## config.mk

```make
export PLATFORM = sky130hd
export DESIGN_NAME = ips_patch_record_parser
export DESIGN_NICKNAME = d
export VERILOG_FILES = /design/src/rtl/core/ipsp_pkg.sv /design/src/rtl/core/ipsp_front.sv /design/src/rtl/core/ipsp_queue.sv /design/src/rtl/core/ipsp_back.sv /design/src/rtl/core/ips_patch_record_parser.sv
export SDC_FILE = /design/constraint.sdc
export NUM_CORES = 1
export LEC_CHECK = 0
export BUFFER_PORTS_ARGS = -buffer_cell sky130_fd_sc_hd__clkbuf_2
export CAP_MARGIN = 20
export CORE_MARGIN = 1
export CORE_UTILIZATION = 60
export DETAILED_ROUTE_END_ITERATION = 12
export PLACE_DENSITY = 0.78
export RECOVER_POWER = 25
export SLEW_MARGIN = 20
export SYNTH_ARGS = -nofsm -noshare
export SYNTH_HDL_FRONTEND = slang
export SYNTH_SLANG_ARGS = --single-unit
export TNS_END_PERCENT = 10
```

## constraint.sdc

```tcl
create_clock -name i_clk -period 10 [get_ports i_clk]
set_input_delay 1.5 -clock i_clk [delete_from_list [all_inputs] [get_ports i_clk]]
set_output_delay 1.5 -clock i_clk [all_outputs]
set_load 0.02 [all_outputs]
```

## src/rtl/core/ipsp_pkg.sv

```systemverilog
// ----------------------------------------------------------------------------
// IPS patch parser package
// Shared constants, result codes and the command record passed from the
// byte parser to the result sequencer.
// ----------------------------------------------------------------------------
package ipsp_pkg;

    localparam int QUEUE_DEPTH = 4;

    localparam logic [2:0]  HDR_LEN  = 3'd5;
    localparam logic [2:0]  OFF_LEN  = 3'd3;
    localparam logic [2:0]  SIZE_LEN = 3'd2;
    localparam logic [23:0] EOF_MARK = 24'h454F46;
    localparam int          TDATA_W  = 96;

    // result kinds
    localparam logic [1:0] KIND_WRITE = 2'd0;
    localparam logic [1:0] KIND_FILL  = 2'd1;
    localparam logic [1:0] KIND_FIN   = 2'd2;

    // end status codes
    localparam logic [1:0] ST_EOF      = 2'd0;
    localparam logic [1:0] ST_BOUNDARY = 2'd1;
    localparam logic [1:0] ST_BAD_HDR  = 2'd2;
    localparam logic [1:0] ST_TRUNC    = 2'd3;

    // one queue entry: an optional write/fill, then an optional finish
    typedef struct packed {
        logic        has_item;
        logic [1:0]  kind;
        logic [23:0] addr;
        logic [15:0] run;
        logic [7:0]  val;
        logic        has_fin;
        logic [1:0]  status;
        logic [15:0] recs;
        logic [24:0] end_addr;
    } t_cmd;

    // expected "PATCH" header bytes
    function automatic logic [7:0] hdr_byte(input logic [2:0] idx);
        logic [7:0] res;
        case (idx)
            3'd0:    res = 8'h50;
            3'd1:    res = 8'h41;
            3'd2:    res = 8'h54;
            3'd3:    res = 8'h43;
            3'd4:    res = 8'h48;
            default: res = 8'h00;
        endcase
        return res;
    endfunction

endpackage

```

## src/rtl/core/ipsp_front.sv

```systemverilog
// ----------------------------------------------------------------------------
// IPS patch byte parser
// Walks the header and record fields one byte per beat and pushes one command
// per byte that produces results.
// ----------------------------------------------------------------------------
module ipsp_front (
    input  logic          i_clk,
    input  logic          i_rst_n,
    input  logic          i_valid,
    output logic          o_ready,
    input  logic [7:0]    i_byte,
    input  logic          i_final,
    input  logic          i_full,
    output logic          o_push,
    output ipsp_pkg::t_cmd o_cmd
);
    import ipsp_pkg::*;

    typedef enum logic [6:0] {
        PH_HEADER = 7'b0000001,
        PH_OFFSET = 7'b0000010,
        PH_SIZE   = 7'b0000100,
        PH_COUNT  = 7'b0001000,
        PH_FILL   = 7'b0010000,
        PH_DATA   = 7'b0100000,
        PH_DONE   = 7'b1000000
    } t_phase;

    t_phase      r_phase, n_phase;
    logic [2:0]  r_idx, n_idx;
    logic [23:0] r_start, n_start;
    logic [15:0] r_size, n_size;
    logic [15:0] r_left, n_left;
    logic [23:0] r_waddr, n_waddr;
    logic [15:0] r_count, n_count;
    logic [24:0] r_last_end, n_last_end;

    logic        accept;
    logic        fin;
    logic [1:0]  fin_st;
    logic        complete;
    logic [2:0]  idx_inc;
    logic [15:0] size_shift;
    logic [23:0] start_shift;
    logic [15:0] left_dec;
    t_cmd        cmd;

    assign o_ready = !i_full;
    assign accept  = i_valid && o_ready;

    always_comb begin
        n_phase    = r_phase;
        n_idx      = r_idx;
        n_start    = r_start;
        n_size     = r_size;
        n_left     = r_left;
        n_waddr    = r_waddr;
        fin        = 1'b0;
        fin_st     = ST_EOF;
        complete   = 1'b0;
        cmd        = '0;
        idx_inc    = r_idx + 3'd1;
        size_shift  = {r_size[7:0], i_byte};
        start_shift = {r_start[15:0], i_byte};
        left_dec    = r_left - 16'd1;

        case (r_phase)
            PH_HEADER: begin
                if (i_byte != hdr_byte(r_idx)) begin
                    fin    = 1'b1;
                    fin_st = ST_BAD_HDR;
                end else if (idx_inc == HDR_LEN) begin
                    n_idx   = '0;
                    n_phase = PH_OFFSET;
                    fin     = i_final;
                    fin_st  = ST_BOUNDARY;
                end else begin
                    n_idx  = idx_inc;
                    fin    = i_final;
                    fin_st = ST_BAD_HDR;
                end
            end
            PH_OFFSET: begin
                n_start = start_shift;
                fin_st  = ST_TRUNC;
                if (idx_inc == OFF_LEN) begin
                    n_idx = '0;
                    if (start_shift == EOF_MARK) begin
                        fin    = 1'b1;
                        fin_st = ST_EOF;
                    end else begin
                        n_phase = PH_SIZE;
                        fin     = i_final;
                    end
                end else begin
                    n_idx = idx_inc;
                    fin   = i_final;
                end
            end
            PH_SIZE, PH_COUNT: begin
                n_size = size_shift;
                fin    = i_final;
                fin_st = ST_TRUNC;
                if (idx_inc == SIZE_LEN) begin
                    n_idx = '0;
                    if (r_phase == PH_COUNT) begin
                        n_phase = PH_FILL;
                    end else if (size_shift == 16'd0) begin
                        n_phase = PH_COUNT;
                    end else begin
                        n_left  = size_shift;
                        n_waddr = r_start;
                        n_phase = PH_DATA;
                    end
                end else begin
                    n_idx = idx_inc;
                end
            end
            PH_FILL: begin
                cmd.has_item = 1'b1;
                cmd.kind     = KIND_FILL;
                cmd.addr     = r_start;
                cmd.run      = r_size;
                cmd.val      = i_byte;
                complete     = 1'b1;
                fin          = i_final;
                fin_st       = ST_BOUNDARY;
            end
            PH_DATA: begin
                cmd.has_item = 1'b1;
                cmd.kind     = KIND_WRITE;
                cmd.addr     = r_waddr;
                cmd.val      = i_byte;
                n_waddr      = r_waddr + 24'd1;
                n_left       = left_dec;
                fin          = i_final;
                if (left_dec == 16'd0) begin
                    complete = 1'b1;
                    fin_st   = ST_BOUNDARY;
                end else begin
                    fin_st   = ST_TRUNC;
                end
            end
            PH_DONE: begin
                n_phase = PH_DONE;
            end
            default: begin
                n_phase = PH_DONE;
            end
        endcase

        n_count    = r_count;
        n_last_end = r_last_end;
        if (complete) begin
            if (r_count != 16'hFFFF) begin
                n_count = r_count + 16'd1;
            end
            n_last_end = {1'b0, r_start} + {9'd0, r_size};
            n_phase    = PH_OFFSET;
            n_idx      = '0;
        end

        if (fin) begin
            n_phase = PH_DONE;
        end
        cmd.has_fin  = fin;
        cmd.status   = fin ? fin_st : ST_EOF;
        cmd.recs     = fin ? n_count : 16'd0;
        cmd.end_addr = fin ? n_last_end : 25'd0;
    end

    assign o_push = accept && (cmd.has_item || cmd.has_fin);
    assign o_cmd  = cmd;

    always_ff @(posedge i_clk) begin
        if (!i_rst_n) begin
            r_phase    <= PH_HEADER;
            r_idx      <= '0;
            r_start    <= '0;
            r_size     <= '0;
            r_left     <= '0;
            r_waddr    <= '0;
            r_count    <= '0;
            r_last_end <= '0;
        end else if (accept) begin
            r_phase    <= n_phase;
            r_idx      <= n_idx;
            r_start    <= n_start;
            r_size     <= n_size;
            r_left     <= n_left;
            r_waddr    <= n_waddr;
            r_count    <= n_count;
            r_last_end <= n_last_end;
        end
    end

    a_done_silent: assert property (@(posedge i_clk) disable iff (!i_rst_n)
        (r_phase == PH_DONE) |-> !o_push)
        else $error("push after patch finished");

    a_fin_ends: assert property (@(posedge i_clk) disable iff (!i_rst_n)
        (o_push && o_cmd.has_fin) |=> (r_phase == PH_DONE))
        else $error("finish command did not end parsing");

    // a header that ends early leaves its index behind in the done phase
    a_field_idx: assert property (@(posedge i_clk) disable iff (!i_rst_n)
        (r_phase != PH_HEADER && r_phase != PH_DONE) |-> (r_idx < OFF_LEN))
        else $error("field byte index out of range");

endmodule

```

## src/rtl/core/ipsp_queue.sv

```systemverilog
// ----------------------------------------------------------------------------
// IPS patch command queue
// Small FIFO between the byte parser and the result sequencer.
// ----------------------------------------------------------------------------
module ipsp_queue #(
    parameter int DEPTH = ipsp_pkg::QUEUE_DEPTH
) (
    input  logic           i_clk,
    input  logic           i_rst_n,
    input  logic           i_push,
    input  ipsp_pkg::t_cmd i_cmd,
    input  logic           i_pop,
    output ipsp_pkg::t_cmd o_head,
    output logic           o_empty,
    output logic           o_full
);
    import ipsp_pkg::*;

    localparam int PW = (DEPTH > 1) ? $clog2(DEPTH) : 1;
    localparam int CW = $clog2(DEPTH + 1);
    localparam logic [PW-1:0] LAST_PTR = PW'(DEPTH - 1);

    t_cmd          r_mem [DEPTH];
    logic [PW-1:0] r_wptr, r_rptr;
    logic [CW-1:0] r_count;
    logic          do_push, do_pop;

    assign o_full  = (r_count == CW'(DEPTH));
    assign o_empty = (r_count == '0);
    assign do_push = i_push && !o_full;
    assign do_pop  = i_pop && !o_empty;
    assign o_head  = r_mem[r_rptr];

    always_ff @(posedge i_clk) begin
        if (do_push) begin
            r_mem[r_wptr] <= i_cmd;
        end
    end

    always_ff @(posedge i_clk) begin
        if (!i_rst_n) begin
            r_wptr  <= '0;
            r_rptr  <= '0;
            r_count <= '0;
        end else begin
            if (do_push) begin
                r_wptr <= (r_wptr == LAST_PTR) ? '0 : r_wptr + PW'(1);
            end
            if (do_pop) begin
                r_rptr <= (r_rptr == LAST_PTR) ? '0 : r_rptr + PW'(1);
            end
            if (do_push && !do_pop) begin
                r_count <= r_count + CW'(1);
            end else if (do_pop && !do_push) begin
                r_count <= r_count - CW'(1);
            end
        end
    end

    a_count_bound: assert property (@(posedge i_clk) disable iff (!i_rst_n)
        r_count <= CW'(DEPTH))
        else $error("queue count exceeds depth");

endmodule

```

## src/rtl/core/ipsp_back.sv

```systemverilog
// ----------------------------------------------------------------------------
// IPS patch result sequencer
// Expands each queued command into one or two result beats and holds them in
// an output register until the receiver takes them.
// ----------------------------------------------------------------------------
module ipsp_back (
    input  logic                           i_clk,
    input  logic                           i_rst_n,
    input  ipsp_pkg::t_cmd                 i_head,
    input  logic                           i_empty,
    output logic                           o_pop,
    output logic                           o_m_tvalid,
    input  logic                           i_m_tready,
    output logic [ipsp_pkg::TDATA_W-1:0]   o_m_tdata,
    output logic [1:0]                     o_m_tuser,
    output logic                           o_m_tlast
);
    import ipsp_pkg::*;

    logic        r_valid;
    logic        r_sub;
    logic [1:0]  r_kind;
    logic [23:0] r_addr;
    logic [15:0] r_run;
    logic [7:0]  r_val;
    logic [1:0]  r_status;
    logic [15:0] r_recs;
    logic [24:0] r_end;
    logic        r_last;
    logic        load, emit_item;

    assign load      = (!r_valid || i_m_tready) && !i_empty;
    assign emit_item = i_head.has_item && !r_sub;
    // pop once the last beat of the head entry is loaded
    assign o_pop     = load && !(emit_item && i_head.has_fin);

    always_ff @(posedge i_clk) begin
        if (!i_rst_n) begin
            r_valid <= 1'b0;
            r_sub   <= 1'b0;
        end else begin
            if (load) begin
                r_valid <= 1'b1;
                r_sub   <= emit_item && i_head.has_fin;
            end else if (i_m_tready) begin
                r_valid <= 1'b0;
            end
        end
    end

    always_ff @(posedge i_clk) begin
        if (load) begin
            if (emit_item) begin
                r_kind   <= i_head.kind;
                r_addr   <= i_head.addr;
                r_run    <= i_head.run;
                r_val    <= i_head.val;
                r_status <= ST_EOF;
                r_recs   <= '0;
                r_end    <= '0;
                r_last   <= !i_head.has_fin;
            end else begin
                r_kind   <= KIND_FIN;
                r_addr   <= '0;
                r_run    <= '0;
                r_val    <= '0;
                r_status <= i_head.status;
                r_recs   <= i_head.recs;
                r_end    <= i_head.end_addr;
                r_last   <= 1'b1;
            end
        end
    end

    assign o_m_tvalid = r_valid;
    assign o_m_tuser  = r_kind;
    assign o_m_tlast  = r_last;
    assign o_m_tdata  = {5'd0, r_end, r_recs, r_status, r_val, r_run, r_addr};

    a_fin_last: assert property (@(posedge i_clk) disable iff (!i_rst_n)
        (r_valid && r_kind == KIND_FIN) |-> r_last)
        else $error("finish beat without tlast");

    a_split_holds: assert property (@(posedge i_clk) disable iff (!i_rst_n)
        r_sub |-> (!i_empty && i_head.has_fin))
        else $error("pending finish lost from queue head");

endmodule

```

## src/rtl/core/ips_patch_record_parser.sv

```systemverilog
// ----------------------------------------------------------------------------
// IPS patch record parser
// Parses an IPS patch byte stream into byte writes, fill runs and a final
// status beat.
// ----------------------------------------------------------------------------
// Usage:
//   Slave side takes one patch byte per beat in s_tdata[7:0]; s_tlast marks the
//   last byte of the patch. Master side gives one result per beat; m_tuser is
//   the kind (write, fill, finished) and m_tlast flags the last result caused
//   by an input byte.
//   A byte that produces results is written into the command queue when it is
//   accepted; its first result is loaded from the queue into the output
//   register as soon as that register is empty or its beat is being taken.
//   Throughput: one byte per cycle sustained while the command queue is not
//   full. The only byte giving two results is the one that finishes the patch;
//   after that all bytes are taken and dropped until reset.
//   The command queue (QUEUE_DEPTH entries) decouples the parser from the
//   output; when the receiver stalls, the parser keeps taking bytes that give
//   no result and stops taking bytes only once the queue is full.
//   Reset (synchronous, active low) returns the parser to the header check and
//   clears the record count and last end address.
// ----------------------------------------------------------------------------
module ips_patch_record_parser #(
    parameter int QUEUE_DEPTH = ipsp_pkg::QUEUE_DEPTH
) (
    input  logic                         i_clk,
    input  logic                         i_rst_n,
    input  logic                         i_s_tvalid,
    output logic                         o_s_tready,
    // [7:0] patch_byte
    input  logic [7:0]                   i_s_tdata,
    input  logic                         i_s_tlast,
    output logic                         o_m_tvalid,
    input  logic                         i_m_tready,
    // [23:0] target_address, [39:24] run_length, [47:40] byte_value,
    // [49:48] end_status, [65:50] records_seen, [90:66] end_address, [95:91] 0
    output logic [ipsp_pkg::TDATA_W-1:0] o_m_tdata,
    // [1:0] kind
    output logic [1:0]                   o_m_tuser,
    output logic                         o_m_tlast
);
    import ipsp_pkg::*;

    t_cmd push_cmd, head_cmd;
    logic push, pop, q_empty, q_full;

    ipsp_front u_front (
        .i_clk   (i_clk),
        .i_rst_n (i_rst_n),
        .i_valid (i_s_tvalid),
        .o_ready (o_s_tready),
        .i_byte  (i_s_tdata),
        .i_final (i_s_tlast),
        .i_full  (q_full),
        .o_push  (push),
        .o_cmd   (push_cmd)
    );

    ipsp_queue #(
        .DEPTH (QUEUE_DEPTH)
    ) u_queue (
        .i_clk   (i_clk),
        .i_rst_n (i_rst_n),
        .i_push  (push),
        .i_cmd   (push_cmd),
        .i_pop   (pop),
        .o_head  (head_cmd),
        .o_empty (q_empty),
        .o_full  (q_full)
    );

    ipsp_back u_back (
        .i_clk      (i_clk),
        .i_rst_n    (i_rst_n),
        .i_head     (head_cmd),
        .i_empty    (q_empty),
        .o_pop      (pop),
        .o_m_tvalid (o_m_tvalid),
        .i_m_tready (i_m_tready),
        .o_m_tdata  (o_m_tdata),
        .o_m_tuser  (o_m_tuser),
        .o_m_tlast  (o_m_tlast)
    );

endmodule

```

==> metrics.txt <==
CP Cell Sequence mux4_2 -> nand3_1 -> nand2_1 -> ha_1 -> inv_1 -> fa_1 -> xor2_1 -> or3_1 -> a21boi_0; post-placement cell area 27230 um^2; Peak VDD IR 0.0002561 V; yosys warns 0; design area 29060 um^2; Rows 76; top cells by area in the synthesized netlist edfxtp_1 54%, dfxtp_1 11%, mux4_2 8.1%; Synth Area per Inst 13.63 um^2; GRT Total Usage 0.2632; delay-heaviest family, CP flip-flops; failing checks max-capacitance violations, max-slew violations; I/O pin total 114; EDFF count, synth 470; highest routed layer met5; Via Count 16170; Startpoint Class flop; Hold WC Path Type flop to flop; wire length on met1 24.15 mm; final net count 2045; Tot Pwr 0.007324 W; Mapped Area 26240 um^2; CTS Root Cell clkbuf_16; drt pass-1 iters 5; Clock transition at path regs 0.06 ns; met2 routed WL 27.37 mm; Crit path arrival time 6.39 ns; CTS tree done; worst skew pair latency 0.61 ns; Fmax 170.7 MHz; worst slew pin tran 2.942 ns; Synth Instances 1925; crit path max fanout 52; setup TNS 0 ns; via density per instance 6.140; routed length per instance 21.85 um; clk_skew 0.02215 ns; CP Buf/Inv Count 1; CTS Hold Bufs 0; Synth top cells by count 470 x edfxtp_1, 216 x nand2_1, 142 x dfxtp_1; # Post-CTS Setup Buffers 0; Crit Path Class flop to flop; hold depth 2; Final Hold Vio Count 0; max-cap violations 4; 1st-iter DRT viols 1549; number of global-route vias before repair 15600; first-pass GRT wire length 89.32 mm; hold slack 0.4637 ns; dpl cells 2523; # DRC 0; fin. max-slew vios 205; final setup fails 0; Worst Min Path Start u_front.r_last_end[12]; Worst path slowest cell dfxtp_1; Die ar. 44580 um^2; Layout Cells excl Fill 2634; FF-to-FF path depth 9; FF-to-FF setup slack 4.14 ns; Core Area 43080 um^2; top_reg_cell synth edfxtp_1; I/O Buffers 108; CTS buffer count 58; routed wire length 57.54 mm; Die Wd 211.1 um; Pwr per Cell Area 252.1 nW/um^2; sequential share of the synthesized area 0.6461; Pleak 9.792 nW; fill cell total of the finished layout 2916; Placer Congestion 0.9206; remaining antenna violation count 0; Die Ht 211.1 um; Slew HR -0.9639; initial antenna violation count 2; WP data required 10.54 ns; pin count of the biggest net entering global routing 81; share of cells above drive strength 1 0.1470; ys async rst share 0; area leader, netlist edfxtp_1; CTS max path bufs 3; synthesized flop and latch total 612; Sink Count 612; CP Capture Type flop; number of H-tree levels 2; post-route minimum period 5.858 ns; crit-path max cell delay 2.33 ns; RSZ-0062 raised after global routing false; Crit path depth 9; most frequent cell after synthesis edfxtp_1; Overflow after GRT 0; Synth cell types 81; Initial Util 0.6092; post-detail-place hpwl 35.62 mm; Synth top area share 0.5378; fin crit share 0.5858; outcome finished, violations left; routed length on met3 4.400 mm; cts repair resizes 0; Area Overhead vs Synth 10.72%
[through the flow]
step	utilization	worst slack, ns
floorplan	-	1.790
finish	0.6746	4.142
detailed placement	0.6322	4.508
global route	0.6746	3.790
CTS	0.6761	5.143
global placement	0.6322	4.581
[layout make-up]
cell class,instances,area (um^2),area share
repair buffers,129,638.1,0.02196
flip-flops and latches,612,16960,0.5837
diodes,1,2.502,0.00008612
well taps,585,732.0,0.02519
inverters,19,71.32,0.002454
clock buffers,84,1663,0.05723
multi-input cells,1178,8760,0.3015
clock inverters,26,231.5,0.007966
[cell families (layout without fill, tap and decap cells)]
logic type | after synthesis | count (layout) | synth area share
flip-flops | 612 | 612 | 0.6461
AO/OA/AOI/OAI | 341 | 341 | 0.08820
adder cells (fa/ha/maj) | 34 | 34 | 0.01678
other | 1 | 6 | 0.0001429
AND/OR/NAND/NOR | 643 | 643 | 0.1243
buffers and inverters | 139 | 258 | 0.02269
XOR/XNOR | 46 | 46 | 0.01535
multiplexers | 109 | 109 | 0.08639
[sequential cells by signal, indices dropped and copies added (netlist names), 3 cells and up, named ones only]
name / count
u_queue.r_mem: 376
u_back.r_end: 25
u_front.r_last_end: 25
u_back.r_addr: 24
u_front.r_start: 24
u_front.r_waddr: 24
u_back.r_recs: 16
u_back.r_run: 16
u_front.r_count: 16
u_front.r_left: 16
u_front.r_size: 16
u_back.r_val: 8
u_front.r_phase: 7
u_front.r_idx: 3
u_queue.r_count: 3
[power breakdown]
group | internal (W) | total (W) | switching [W]
Sequential | 0.00330 | 0.00347 | 0.000167
Combinational | 0.000621 | 0.00168 | 0.00106
Clock | 0.00125 | 0.00217 | 0.000920
[layout by cell type, fill, tap and decap left out, drive strengths merged, types with 16 or more instances in the layout]
| cell type | Yosys | routed |
|---|---|---|
| a21boi | 64 | 64 |
| a21oi | 84 | 84 |
| a22o | 22 | 22 |
| and2 | 102 | 102 |
| and3 | 65 | 65 |
| buf | 40 | 18 |
| clkbuf | 80 | 195 |
| clkinv | 0 | 16 |
| dfxtp | 142 | 142 |
| edfxtp | 470 | 470 |
| ha | 32 | 32 |
| inv | 19 | 19 |
| mux4 | 94 | 94 |
| nand2 | 217 | 217 |
| nand3 | 41 | 41 |
| nor2 | 90 | 90 |
| nor2b | 23 | 23 |
| nor3 | 29 | 29 |
| o21ai | 70 | 70 |
| xnor2 | 32 | 32 |
[worst reg2reg max path, cell delays in order, from the launching register on]
cell and delay (ns):
dfxtp_1 2.33, mux4_2 1.28, nand3_1 0.54, nand2_1 0.31
ha_1 0.25, inv_1 0.07, fa_1 0.38, xor2_1 0.17
or3_1 0.30, a21boi_0 0.16
[per-layer routing]
metal / global-route usage / up-vias
met2: 0.4120 / 662
met1: 0.3750 / 8016
li1: - / 7395
met4: 0.08596 / 2
met5: 0 / -
met3: 0.04906 / 99
[worst paths after layout]
check	endpoint
max	u_queue.r_count[2]
min	u_front.r_last_end[12]
max reg2reg	u_queue.r_count[2]
min reg2reg	u_front.r_last_end[12]
(Power assumes the default switching activity.)
